### src/rtl/sfsd_pkg.sv
// Package for the speed filter with settle detect: payload and register types,
// microcode control word, register map and the shared saturation helper.
// No dependencies.
package sfsd_pkg;

  localparam int ADDR_W = 5;
  localparam int DATA_W = 32;
  localparam int STEP_W = 4;
  localparam int PROD_W = 58;
  localparam int MUL_A_W = 25;
  localparam int MUL_B_W = 33;

  localparam logic [2:0] REG_GEARING      = 3'd0;
  localparam logic [2:0] REG_RECIP        = 3'd1;
  localparam logic [2:0] REG_TARGET       = 3'd2;
  localparam logic [2:0] REG_THR_ERR      = 3'd3;
  localparam logic [2:0] REG_THR_DER      = 3'd4;
  localparam logic [2:0] REG_CHECK_CYCLE  = 3'd5;
  localparam logic [2:0] REG_DELAY_READY  = 3'd6;
  localparam logic [2:0] REG_DELAY_ACTIVE = 3'd7;

  localparam logic [15:0] GEARING_RST      = 16'd256;
  localparam logic [23:0] RECIP_RST        = 24'd655360;
  localparam logic [7:0]  CHECK_CYCLE_RST  = 8'd10;
  localparam logic [15:0] DELAY_READY_RST  = 16'd20;
  localparam logic [15:0] DELAY_ACTIVE_RST = 16'd20;

  localparam logic signed [PROD_W-1:0] S24_MAX = PROD_W'(8388607);
  localparam logic signed [PROD_W-1:0] S24_MIN = -PROD_W'(8388608);

  typedef struct packed {
    logic signed [23:0] raw_speed;
    logic [19:0]        elapsed;
  } sample_t;

  typedef struct packed {
    logic signed [23:0] filtered_speed;
    logic signed [23:0] filtered_slope;
    logic signed [23:0] speed_error;
    logic               is_ready;
    logic               became_ready;
    logic               became_active;
    logic [15:0]        frame_delay;
  } result_t;

  typedef struct packed {
    logic [15:0]        gearing;
    logic [23:0]        smoothing_recip;
    logic signed [23:0] target_speed;
    logic [22:0]        threshold_error;
    logic [22:0]        threshold_derivative;
    logic [7:0]         check_cycle;
    logic [15:0]        delay_ready;
    logic [15:0]        delay_active;
  } cfg_t;

  typedef enum logic [1:0] {BR_NEXT, BR_WAIT_IN, BR_WAIT_OUT, BR_JUMP0} br_t;
  typedef enum logic [2:0] {A_NONE, A_RAW, A_ELAPSED, A_DIFF, A_DSLOPE} asel_t;
  typedef enum logic [1:0] {B_GEAR, B_RECIP, B_GAIN} bsel_t;
  typedef enum logic [1:0] {SH8, SH12, SH16, SH24} sh_t;
  typedef enum logic [2:0] {
    WB_NONE, WB_SCALED, WB_GAIN, WB_DERIV, WB_SPEED, WB_SLOPE
  } wb_t;

  typedef struct packed {
    br_t   br;
    asel_t a_sel;
    bsel_t b_sel;
    sh_t   sh;
    wb_t   wb;
    logic  ld_in;
    logic  ld_diff;
    logic  ld_dslope;
    logic  ld_err;
    logic  ld_out;
  } ctrl_t;

  function automatic logic signed [23:0] sat24(input logic signed [PROD_W-1:0] v);
    logic signed [23:0] r;
    if (v > S24_MAX) begin
      r = 24'sh7FFFFF;
    end else if (v < S24_MIN) begin
      r = 24'sh800000;
    end else begin
      r = v[23:0];
    end
    return r;
  endfunction

endpackage

### src/rtl/sfsd_regs.sv
// Configuration register file behind the APB-style port.
// Depends on sfsd_pkg for the register map, reset values and cfg_t.
module sfsd_regs (
  input  logic                       clk,
  input  logic                       rst,
  input  logic                       psel,
  input  logic                       penable,
  input  logic                       pwrite,
  input  logic [sfsd_pkg::ADDR_W-1:0] paddr,
  input  logic [sfsd_pkg::DATA_W-1:0] pwdata,
  output logic [sfsd_pkg::DATA_W-1:0] prdata,
  output logic                       pready,
  output sfsd_pkg::cfg_t             cfg,
  output logic                       target_wr
);

  logic [2:0] idx;
  logic       wr;

  assign pready    = 1'b1;
  assign idx       = paddr[4:2];
  assign wr        = psel && penable && pwrite && pready;
  assign target_wr = wr && (idx == sfsd_pkg::REG_TARGET);

  always_ff @(posedge clk) begin
    if (rst) begin
      cfg.gearing              <= sfsd_pkg::GEARING_RST;
      cfg.smoothing_recip      <= sfsd_pkg::RECIP_RST;
      cfg.target_speed         <= '0;
      cfg.threshold_error      <= '0;
      cfg.threshold_derivative <= '0;
      cfg.check_cycle          <= sfsd_pkg::CHECK_CYCLE_RST;
      cfg.delay_ready          <= sfsd_pkg::DELAY_READY_RST;
      cfg.delay_active         <= sfsd_pkg::DELAY_ACTIVE_RST;
    end else if (wr) begin
      unique case (idx)
        sfsd_pkg::REG_GEARING:      cfg.gearing              <= pwdata[15:0];
        sfsd_pkg::REG_RECIP:        cfg.smoothing_recip      <= pwdata[23:0];
        sfsd_pkg::REG_TARGET:       cfg.target_speed         <= pwdata[23:0];
        sfsd_pkg::REG_THR_ERR:      cfg.threshold_error      <= pwdata[22:0];
        sfsd_pkg::REG_THR_DER:      cfg.threshold_derivative <= pwdata[22:0];
        sfsd_pkg::REG_CHECK_CYCLE:  cfg.check_cycle          <= pwdata[7:0];
        sfsd_pkg::REG_DELAY_READY:  cfg.delay_ready          <= pwdata[15:0];
        sfsd_pkg::REG_DELAY_ACTIVE: cfg.delay_active         <= pwdata[15:0];
      endcase
    end
  end

  always_comb begin
    unique case (idx)
      sfsd_pkg::REG_GEARING:      prdata = {16'd0, cfg.gearing};
      sfsd_pkg::REG_RECIP:        prdata = {8'd0, cfg.smoothing_recip};
      sfsd_pkg::REG_TARGET:       prdata = {{8{cfg.target_speed[23]}}, cfg.target_speed};
      sfsd_pkg::REG_THR_ERR:      prdata = {9'd0, cfg.threshold_error};
      sfsd_pkg::REG_THR_DER:      prdata = {9'd0, cfg.threshold_derivative};
      sfsd_pkg::REG_CHECK_CYCLE:  prdata = {24'd0, cfg.check_cycle};
      sfsd_pkg::REG_DELAY_READY:  prdata = {16'd0, cfg.delay_ready};
      sfsd_pkg::REG_DELAY_ACTIVE: prdata = {16'd0, cfg.delay_active};
    endcase
  end

endmodule

### src/rtl/sfsd_seq.sv
// Microcode sequencer: step counter, control-word ROM and wait/jump logic.
// Depends on sfsd_pkg for ctrl_t and its field codes.
module sfsd_seq (
  input  logic            clk,
  input  logic            rst,
  input  logic            sample_valid,
  input  logic            out_free,
  output sfsd_pkg::ctrl_t cw,
  output logic            fire,
  output logic            sample_stall
);

  localparam logic [sfsd_pkg::STEP_W-1:0] STEP_ACCEPT = 4'd0;
  localparam logic [sfsd_pkg::STEP_W-1:0] STEP_SCALE  = 4'd1;
  localparam logic [sfsd_pkg::STEP_W-1:0] STEP_GAIN   = 4'd2;
  localparam logic [sfsd_pkg::STEP_W-1:0] STEP_DMUL   = 4'd3;
  localparam logic [sfsd_pkg::STEP_W-1:0] STEP_DERIV  = 4'd4;
  localparam logic [sfsd_pkg::STEP_W-1:0] STEP_SPEED  = 4'd5;
  localparam logic [sfsd_pkg::STEP_W-1:0] STEP_SMUL   = 4'd6;
  localparam logic [sfsd_pkg::STEP_W-1:0] STEP_SLOPE  = 4'd7;
  localparam logic [sfsd_pkg::STEP_W-1:0] STEP_OUT    = 4'd8;

  logic [sfsd_pkg::STEP_W-1:0] step;
  logic [sfsd_pkg::STEP_W-1:0] step_next;

  function automatic sfsd_pkg::ctrl_t ucode(input logic [sfsd_pkg::STEP_W-1:0] s);
    sfsd_pkg::ctrl_t c;
    c = '0;
    unique case (s)
      STEP_ACCEPT: begin
        c.br = sfsd_pkg::BR_WAIT_IN; c.a_sel = sfsd_pkg::A_RAW;
        c.b_sel = sfsd_pkg::B_GEAR; c.sh = sfsd_pkg::SH8; c.ld_in = 1'b1;
      end
      STEP_SCALE: begin
        c.wb = sfsd_pkg::WB_SCALED; c.a_sel = sfsd_pkg::A_ELAPSED;
        c.b_sel = sfsd_pkg::B_RECIP; c.sh = sfsd_pkg::SH12;
      end
      STEP_GAIN: begin
        c.wb = sfsd_pkg::WB_GAIN; c.ld_diff = 1'b1;
      end
      STEP_DMUL: begin
        c.a_sel = sfsd_pkg::A_DIFF; c.b_sel = sfsd_pkg::B_RECIP; c.sh = sfsd_pkg::SH16;
      end
      STEP_DERIV: begin
        c.wb = sfsd_pkg::WB_DERIV; c.a_sel = sfsd_pkg::A_DIFF;
        c.b_sel = sfsd_pkg::B_GAIN; c.sh = sfsd_pkg::SH24;
      end
      STEP_SPEED: begin
        c.wb = sfsd_pkg::WB_SPEED; c.ld_dslope = 1'b1;
      end
      STEP_SMUL: begin
        c.a_sel = sfsd_pkg::A_DSLOPE; c.b_sel = sfsd_pkg::B_GAIN;
        c.sh = sfsd_pkg::SH24; c.ld_err = 1'b1;
      end
      STEP_SLOPE: begin
        c.wb = sfsd_pkg::WB_SLOPE;
      end
      STEP_OUT: begin
        c.br = sfsd_pkg::BR_WAIT_OUT; c.ld_out = 1'b1;
      end
      default: begin
        c.br = sfsd_pkg::BR_JUMP0;
      end
    endcase
    return c;
  endfunction

  assign cw           = ucode(step);
  assign sample_stall = (cw.br != sfsd_pkg::BR_WAIT_IN);

  always_comb begin
    case (cw.br)
      sfsd_pkg::BR_WAIT_IN:  fire = sample_valid;
      sfsd_pkg::BR_WAIT_OUT: fire = out_free;
      default:               fire = 1'b1;
    endcase
  end

  always_comb begin
    step_next = step;
    if (fire) begin
      if (cw.br == sfsd_pkg::BR_WAIT_OUT || cw.br == sfsd_pkg::BR_JUMP0) begin
        step_next = STEP_ACCEPT;
      end else begin
        step_next = step + 4'd1;
      end
    end
  end

  always_ff @(posedge clk) begin
    if (rst) begin
      step <= STEP_ACCEPT;
    end else begin
      step <= step_next;
    end
  end

endmodule

### src/rtl/sfsd_datapath.sv
// Datapath: shared multiplier with rounding, writeback/saturation, filter state,
// settle check and result register. Depends on sfsd_pkg for types and sat24.
module sfsd_datapath (
  input  logic              clk,
  input  logic              rst,
  input  sfsd_pkg::ctrl_t   cw,
  input  logic              fire,
  input  sfsd_pkg::cfg_t    cfg,
  input  logic              target_wr,
  input  sfsd_pkg::sample_t sample,
  output logic              out_free,
  output logic              result_valid,
  input  logic              result_stall,
  output sfsd_pkg::result_t result
);

  localparam int PW = sfsd_pkg::PROD_W;

  logic [19:0]                          elapsed_q;
  logic signed [sfsd_pkg::MUL_A_W-1:0]  mul_a;
  logic signed [sfsd_pkg::MUL_B_W-1:0]  mul_b;
  logic signed [PW-1:0]                 prod;
  logic signed [PW-1:0]                 rnd_c;
  logic signed [PW-1:0]                 p;
  sfsd_pkg::sh_t                        p_sh;
  logic signed [PW-1:0]                 shifted;
  logic signed [PW-1:0]                 base;
  logic signed [PW-1:0]                 wb_sum;
  logic signed [23:0]                   wb_sat;
  logic signed [23:0]                   scaled;
  logic [31:0]                          gain;
  logic signed [24:0]                   diff;
  logic signed [23:0]                   deriv;
  logic signed [24:0]                   dslope;
  logic signed [23:0]                   speed;
  logic signed [23:0]                   slope;
  logic signed [23:0]                   err;
  logic                                 ready;
  logic [7:0]                           cnt;
  logic [7:0]                           cnt_inc;
  logic                                 check;
  logic [23:0]                          abs_err;
  logic [23:0]                          abs_slope;
  logic                                 settled;
  logic                                 rose;
  logic                                 fell;
  logic                                 ready_next;
  logic                                 act;

  assign act      = fire;
  assign out_free = !result_valid || !result_stall;

  always_comb begin
    case (cw.a_sel)
      sfsd_pkg::A_RAW:     mul_a = {sample.raw_speed[23], sample.raw_speed};
      sfsd_pkg::A_ELAPSED: mul_a = {5'd0, elapsed_q};
      sfsd_pkg::A_DIFF:    mul_a = diff;
      sfsd_pkg::A_DSLOPE:  mul_a = dslope;
      default:             mul_a = '0;
    endcase
    case (cw.b_sel)
      sfsd_pkg::B_GEAR:  mul_b = {17'd0, cfg.gearing};
      sfsd_pkg::B_RECIP: mul_b = {9'd0, cfg.smoothing_recip};
      sfsd_pkg::B_GAIN:  mul_b = {1'b0, gain};
      default:           mul_b = '0;
    endcase
    case (cw.sh)
      sfsd_pkg::SH8:  rnd_c = PW'(1) <<< 7;
      sfsd_pkg::SH12: rnd_c = PW'(1) <<< 11;
      sfsd_pkg::SH16: rnd_c = PW'(1) <<< 15;
      default:        rnd_c = PW'(1) <<< 23;
    endcase
  end

  assign prod = mul_a * mul_b;

  always_comb begin
    case (p_sh)
      sfsd_pkg::SH8:  shifted = p >>> 8;
      sfsd_pkg::SH12: shifted = p >>> 12;
      sfsd_pkg::SH16: shifted = p >>> 16;
      default:        shifted = p >>> 24;
    endcase
    case (cw.wb)
      sfsd_pkg::WB_SPEED: base = PW'(speed);
      sfsd_pkg::WB_SLOPE: base = PW'(slope);
      default:            base = '0;
    endcase
  end

  assign wb_sum = shifted + base;
  assign wb_sat = sfsd_pkg::sat24(wb_sum);

  assign cnt_inc    = cnt + 8'd1;
  assign check      = (cnt_inc >= cfg.check_cycle);
  assign abs_err    = err[23] ? (~err + 24'd1) : err;
  assign abs_slope  = slope[23] ? (~slope + 24'd1) : slope;
  assign settled    = (abs_err <= {1'b0, cfg.threshold_error}) &&
                      (abs_slope <= {1'b0, cfg.threshold_derivative});
  assign rose       = check && settled && !ready;
  assign fell       = check && !settled && ready;
  assign ready_next = rose ? 1'b1 : (fell ? 1'b0 : ready);

  always_ff @(posedge clk) begin
    if (act && cw.ld_in) begin
      elapsed_q <= sample.elapsed;
    end
    if (act && cw.a_sel != sfsd_pkg::A_NONE) begin
      p    <= prod + rnd_c;
      p_sh <= cw.sh;
    end
    if (act && cw.wb == sfsd_pkg::WB_SCALED) begin
      scaled <= wb_sat;
    end
    if (act && cw.wb == sfsd_pkg::WB_GAIN) begin
      gain <= shifted[31:0];
    end
    if (act && cw.wb == sfsd_pkg::WB_DERIV) begin
      deriv <= wb_sat;
    end
    if (act && cw.ld_diff) begin
      diff <= {scaled[23], scaled} - {speed[23], speed};
    end
    if (act && cw.ld_dslope) begin
      dslope <= {deriv[23], deriv} - {slope[23], slope};
    end
    if (act && cw.ld_err) begin
      err <= sfsd_pkg::sat24(PW'(speed) - PW'(cfg.target_speed));
    end
    if (act && cw.ld_out) begin
      result.filtered_speed <= speed;
      result.filtered_slope <= slope;
      result.speed_error    <= err;
      result.is_ready       <= ready_next;
      result.became_ready   <= rose;
      result.became_active  <= fell;
      result.frame_delay    <= ready_next ? cfg.delay_ready : cfg.delay_active;
    end
  end

  always_ff @(posedge clk) begin
    if (rst) begin
      speed        <= '0;
      slope        <= '0;
      ready        <= 1'b1;
      cnt          <= '0;
      result_valid <= 1'b0;
    end else begin
      if (act && cw.wb == sfsd_pkg::WB_SPEED) begin
        speed <= wb_sat;
      end
      if (act && cw.wb == sfsd_pkg::WB_SLOPE) begin
        slope <= wb_sat;
      end
      if (target_wr) begin
        ready <= 1'b0;
      end else if (act && cw.ld_out) begin
        ready <= ready_next;
      end
      if (act && cw.ld_out) begin
        cnt          <= check ? 8'd0 : cnt_inc;
        result_valid <= 1'b1;
      end else if (!result_stall) begin
        result_valid <= 1'b0;
      end
    end
  end

endmodule

### src/rtl/speed_filter_settle_detect.sv
// Channel   | Dir | Handshake                 | Payload
// sample    | in  | sample_valid/sample_stall | sfsd_pkg::sample_t
// result    | out | result_valid/result_stall | sfsd_pkg::result_t
// config    | in  | psel/penable/pwrite/pready| paddr, pwdata, prdata
// Each sample is worked by a 9-step microcode program that drives one shared
// 25x33 multiplier; the result is loaded in the last step, and sample_stall drops
// in the cycle after the result is loaded, so only one sample is in work at a time.
// Reset is synchronous: estimates cleared, ready flag set, registers to defaults.
// A stalled result holds in the output register; the program waits in its
// last step until that register frees, then accepts the next sample.
// Top level: instantiates sfsd_regs, sfsd_seq and sfsd_datapath; uses sfsd_pkg.
module speed_filter_settle_detect (
  input  logic                        clk,
  input  logic                        rst,
  input  logic                        sample_valid,
  output logic                        sample_stall,
  input  sfsd_pkg::sample_t           sample,
  output logic                        result_valid,
  input  logic                        result_stall,
  output sfsd_pkg::result_t           result,
  input  logic                        psel,
  input  logic                        penable,
  input  logic                        pwrite,
  input  logic [sfsd_pkg::ADDR_W-1:0] paddr,
  input  logic [sfsd_pkg::DATA_W-1:0] pwdata,
  output logic [sfsd_pkg::DATA_W-1:0] prdata,
  output logic                        pready
);

  sfsd_pkg::cfg_t  cfg;
  sfsd_pkg::ctrl_t cw;
  logic            target_wr;
  logic            fire;
  logic            out_free;

  sfsd_regs u_regs (
    .clk       (clk),
    .rst       (rst),
    .psel      (psel),
    .penable   (penable),
    .pwrite    (pwrite),
    .paddr     (paddr),
    .pwdata    (pwdata),
    .prdata    (prdata),
    .pready    (pready),
    .cfg       (cfg),
    .target_wr (target_wr)
  );

  sfsd_seq u_seq (
    .clk          (clk),
    .rst          (rst),
    .sample_valid (sample_valid),
    .out_free     (out_free),
    .cw           (cw),
    .fire         (fire),
    .sample_stall (sample_stall)
  );

  sfsd_datapath u_dp (
    .clk          (clk),
    .rst          (rst),
    .cw           (cw),
    .fire         (fire),
    .cfg          (cfg),
    .target_wr    (target_wr),
    .sample       (sample),
    .out_free     (out_free),
    .result_valid (result_valid),
    .result_stall (result_stall),
    .result       (result)
  );

endmodule

### config.mk
export PLATFORM = sky130hd
export DESIGN_NAME = speed_filter_settle_detect
export DESIGN_NICKNAME = d
export VERILOG_FILES = /design/src/rtl/sfsd_pkg.sv /design/src/rtl/sfsd_regs.sv /design/src/rtl/sfsd_seq.sv /design/src/rtl/sfsd_datapath.sv /design/src/rtl/speed_filter_settle_detect.sv
export SDC_FILE = /design/constraint.sdc
export NUM_CORES = 2
export LEC_CHECK = 0
export BUFFER_PORTS_ARGS = -buffer_cell sky130_fd_sc_hd__buf_2
export CAP_MARGIN = 20
export CELL_PAD_IN_SITES_DETAIL_PLACEMENT = 1
export CELL_PAD_IN_SITES_GLOBAL_PLACEMENT = 2
export CORE_MARGIN = 2
export CORE_UTILIZATION = 41
export CTS_CLUSTER_DIAMETER = 100
export CTS_CLUSTER_SIZE = 12
export DETAILED_ROUTE_END_ITERATION = 10
export PLACE_DENSITY_LB_ADDON = 0.2
export RECOVER_POWER = 50
export SYNTH_ARGS = -nofsm -noshare
export SYNTH_HDL_FRONTEND = slang
export SYNTH_HIERARCHICAL = 1
export SYNTH_SLANG_ARGS = --single-unit
### constraint.sdc
create_clock -name clk -period 12.1 [get_ports clk]
set_clock_uncertainty 0.15 [all_clocks]
set_input_delay 1.815 -clock clk [delete_from_list [all_inputs] [get_ports clk]]
set_output_delay 1.815 -clock clk [all_outputs]
set_load 0.005 [all_outputs]
-- After elaboration in Yosys (flattened, before gate mapping)
Cells that the tools add are included.
- input port bits: 88
- RAM bits: 0
- word-level logic and storage cells: 154
- output and inout bits: 126
- bits in registers: 537
- memories kept: 0
- bits in latches: 0
- memory bits (read-only): 0
- divide/modulo/power cells: 0
- order comparisons: 7
- bitwise operators: 2
- shift-type cells: 0
- $add $sub $neg: 9
- mux-type cells: 29
- reduce and logical (&&, ||, !) cells: 41
- eq/ne operators: 35
- multiply operators: 1
- operators by type and width (kind ; number):
    one-hot mux 32 bit (8 select lines) ; 1
    one-hot mux 49 bit (3 select lines) ; 1
    two-way mux 24 bit ; 5
    > comparator 58 x 24 -> 1 bit (second input constant) ; 2
    less-than comparator 58 x 24 -> 1 bit (second input constant) ; 2
    one-hot mux 58 bit (2 select lines) ; 1
    one-hot mux 25 bit (4 select lines) ; 1
    one-hot mux 32 bit (3 select lines) ; 1
    subtractor 24 x 24 -> 25 bit ; 3
    one-hot mux 24 bit (3 select lines) ; 1
    adder 50 x 58 -> 58 bit ; 1
    adder 58 x 25 -> 58 bit ; 1
    multiplier 25 x 33 -> 58 bit ; 1
    adder 24 x 1 -> 24 bit (second input constant) ; 2
    less-or-equal comparator 24 x 23 -> 1 bit ; 2
    NOT 24 bit ; 2
    one-hot mux 7 bit (5 select lines) ; 1
    == test 3 bit (second input constant) ; 7
    logical AND 1 bit ; 19
    == test 3 x 2 -> 1 bit (second input constant) ; 6
    == test 4 x 3 -> 1 bit (second input constant) ; 4
    two-way mux 16 bit ; 1
    AND reduction 2 bit ; 8
    one-hot mux 3 bit (5 select lines) ; 1
    23 further kinds ; 50

-- Longest topological paths before layout
- depth in word-level cells: 12
- gate-level depth with buffers: 41

-- Hierarchy
The synthesis kept the hierarchy.
- by module, submodules not included (module ; area an instance (µm²) ; cells an instance ; times used):
    sfsd_datapath ; 48536.6 ; 5120 ; 1
    sfsd_regs ; 6605.1 ; 871 ; 1
    sfsd_seq ; 461.7 ; 65 ; 1

-- Least setup slack after synthesis
OpenSTA, ideal clock, no wires.
- kind: register to register
- start point: reg u_seq/step[0] (netlist bit)
- end point: reg u_dp.p[55] (data pin)
- slack: 2266 ps
- cell stages (with the launch flop): 39
- path buffers: 4
- period minus slack after synthesis: 9834 ps
- data arrival time: 9426 ps
- cells stage by stage: dfxtp_1 > ha_1 > nor2_1 > o21a_1 > nor2_1 > buf_1 > nor2b_1 > and2_1 > clkbuf_1 > buf_1 > a221o_1 > clkbuf_1 > nand2_1 > fa_1 > inv_1 > fa_1 > inv_1 > fa_1 > [... 3 more ...] > fa_1 > inv_1 > fa_1 > inv_1 > ha_1 > a21o_1 > a21o_1 > a21oi_1 > o211ai_1 > o311ai_0 > nand3_1 > and3_1 > o21a_1 > a21o_1 > a211o_1 > o21a_1 > a21oi_1 > xnor2_1
- RTL lines (item ; line ; RTL):
    from (decl) ; sfsd_seq.sv:23 ; logic [sfsd_pkg::STEP_W-1:0] step;
    from (signal assigned) ; sfsd_seq.sv:94 ; step <= step_next;
    to (signal assigned) ; sfsd_datapath.sv:109 ; p <= prod + rnd_c;
    to (decl) ; sfsd_datapath.sv:24 ; logic signed [PW-1:0] p;

==> impl_metrics.yaml <==
outcome:
  status: "finished, violations left"
  violations: "max-capacitance violations, max-slew violations"
clock_tree:
  clock_path_buffers: 3
  insertion_delay_ps: 670
  cts_tree: "built"
  hold_buffers: 0
  clockRootBuffer: "clkbuf_16"
  cts_inserted_buffers: 52
  cts.clk_slew.worst_paths_ps: 70
  cts_setup_buffers: 0
  h-tree-depth: 2
  ctsResizeCount: 0
  cts.sinks: 529
pwr:
  p_leak_nw: 26.3
  powerDensity_nw_per_um2: 209
  ir_drop_uv: 225
run:
  drv_cap: 11
detailed_routing:
  drc: 0
  avgRoutedWirePerCell_um: 26.4
  ant_nets: 0
  finalWirelength_mm: 211
  dr.pass1.iters: 6
  viasPerCell: 5.65
  vias: 45000
  drt_iter0_markers: 3674
grt:
  antenna_found_initial: 14
  grt_overflow_total: 0
  grt_use_total_pct: 30.6
  grt_max_degree: 93
  grt_pass1_vias: 46700
  grt_pass1_wl_mm: 311
floorplanning:
  dieArea_um2: 139000
  fp.dieH_um: 372
  ios: 214
  start_util_pct: 41.2
  coreArea_um2: 135000
  die_w_um: 372
  rows: 135
worst_setup_path:
  crit_path_end_kind: "register"
  r2r-end: "u_dp/p[55]"
  r2r_cells: 35
  critical_path_arrival_ps: 11560
  r2r_start: "u_seq/step[0]"
  worst-r2r-setup-slack_ps: 800
  cp_max_fo: 20
  slowest_stage: "and3b_1"
  cpMostUsedCell: "fa_1"
  required_ps: 12360
  cp_slowest_stage_delay_ps: 730
  path_class: "register to register"
  critPathLaunchType: "register"
min_path:
  hold_path_end: "u_regs/cfg[112]"
  hold_class: "register to register"
  whs_path_depth: 2
  min-delay-start: "u_regs/cfg[112]"
cells_and_area:
  final_core_util_pct: 44.6
  layout.nets: 7338
  drive_above_1_share_pct: 7.99
  syn_to_final_growth_pct: 8.29
  design_area_um2: 60200
  layout_common_cells: "inv_1 (960), nand2_1 (916), fa_1 (694)"
  layout_commonest_cell: "inv_1"
place:
  placed_area_um2: 58800
  hpwl_mm: 167
  place.gp.congestion: 0.924
  port_buffers: 202
synthesis:
  synth-edff-count: 317
  syn-instance-count: 6056
  synth.distinct_cells: 115
  synth.ff_latch_count: 529
  avgSynthCellArea_um2: 9.18
  synthFlopType: "edfxtp_1"
  async_reset_ff_share_pct: 0
  synth_fp_nets: 7242
  ys_seq_area_share_pct: 24.8
  ys_warn_count: 6
  synth_area_um2: 55600
sta:
  hold_viol: 0
  fin_setup_tns_ps: 0
  timing.slew.headroom_pct: -205
  setup_viol_count_final: 0
  final-max-slew-violation-count: 479
  post-route-period-util_pct: 93.4
  fmax_ghz: 0.0885
  min_period_ps: 11300
  worst_pin_slew_ps: 4570
  rsz0062_at_grt: "false"
logic make-up (layout without fill, tap and decap cells):
logic type | after synthesis | count (layout) | share of synthesized area (%)
XOR/XNOR | 173 | 173 | 2.74
flip-flops | 529 | 529 | 24.8
AND/OR/NAND/NOR | 1914 | 1914 | 15.0
adder cells (fa/ha/maj) | 1098 | 1098 | 34.1
multiplexers | 114 | 114 | 3.03
buffers and inverters | 1264 | 1391 | 8.89
AO/OA/AOI/OAI | 963 | 963 | 11.5
other | 1 | 3 | 0.00674
worst max-delay path, delay by kind of cell (launching register included):
family          cells  cell delay (ps)
buf+inv             6              750
xor+xnor            1               90
flops               1              430
fa+ha+maj           9             4150
simple gates        9             2710
compound gates     10             2760
cell usage after synthesis (10+ instances only):
cell type,number,area (um^2)
nand2_1,916,3440
nor3_1,54,270
a21o_1,68,510
inv_1,960,3600
or3_1,20,125
o21ai_1,69,345
a22oi_1,19,143
o2bb2ai_1,14,123
or2_2,12,75.1
ha_1,404,5050
edfxtp_1,317,9520
buf_1,12,45.0
nand2b_1,35,219
o21ai_0,141,706
nor2_1,582,2180
o31ai_1,24,180
and2_1,40,250
fa_1,694,13900
mux4_2,41,923
o211ai_1,10,75.1
a21oi_1,296,1480
a221o_1,17,170
a221oi_1,30,263
and3_1,19,119
nor2b_1,57,357
buf_4,18,135
a21boi_0,15,113
o21bai_1,17,128
nand3_1,66,330
mux2_2,24,270
o21a_1,52,390
xor2_1,54,473
a211oi_1,25,188
clkbuf_1,224,841
mux2i_1,48,480
nand4_1,31,194
xnor2_1,118,1030
a31oi_1,14,87.6
a22o_1,51,447
dfxtp_1,212,4240
nand3b_1,17,128
buf_2,33,165
nor3b_2,18,225
cell type report:
class	instances	area, um^2
clock buffer	78	1430
clock inverter	7	98.8
fill	15500	74700
inverter	964	3620
sequential	529	13800
timing repair buffer	342	1970
multi-input combinational	4263	37100
antenna	2	5.00
tap	1781	2230
registers in the layout, indices dropped and copies added (netlist names), 8 cells and up:
| register | flops |
|---|---|
| u_regs/cfg | 150 |
| u_dp/result | 91 |
| u_dp/p | 50 |
| u_dp/gain | 32 |
| u_dp/diff | 25 |
| u_dp/dslope | 25 |
| u_dp/deriv | 24 |
| u_dp/err | 24 |
| u_dp/scaled | 24 |
| u_dp/slope | 24 |
| u_dp/speed | 24 |
| u_dp/elapsed_q | 20 |
| u_dp/cnt | 8 |
power breakdown:
group          total (mW)  switching, mW  internal (mW)
Combinational        8.23           5.43           2.80
Clock                1.60          0.781          0.818
Sequential           2.77          0.292           2.48
layer usage:
| layer | wire length, um | GRT usage [%] | vias up |
|---|---|---|---|
| li1 | - | - | 19800 |
| met1 | 96600 | 45.1 | 23400 |
| met2 | 92800 | 46.8 | 1557 |
| met3 | 15700 | 4.87 | 239 |
| met4 | 5480 | 7.33 | 4 |
| met5 | 29 | 0 | - |
worst max-delay path by stage:
stage / cells past startpoint / startpoint / end / slack, ps
2_1_floorplan: 38 / u_seq/step[0] / u_dp/p[55] / 2270
3_3_place_gp: 32 / sample[21] / u_dp/p[55] / 1040
3_5_place_dp: 35 / u_seq/step[0] / u_dp/p[55] / 950
4_1_cts: 35 / u_seq/step[0] / u_dp/p[55] / 930
5_1_grt: 35 / u_seq/step[1] / u_dp/p[55] / 230
6_report: 35 / u_seq/step[0] / u_dp/p[55] / 800
per-stage QoR:
step                setup slack [ps]  cells  power (mW)  hold slack, ps
floorplan                       2270   6056        7.68             256
global placement                1040   7874        10.8             301
detailed placement               948   7877        10.8             315
CTS                              934   7962        12.5             324
global route                     230   7964        13.4             344
finish                           798   7966        12.6             324
Note: power is estimated with default switching activity, not from simulation.
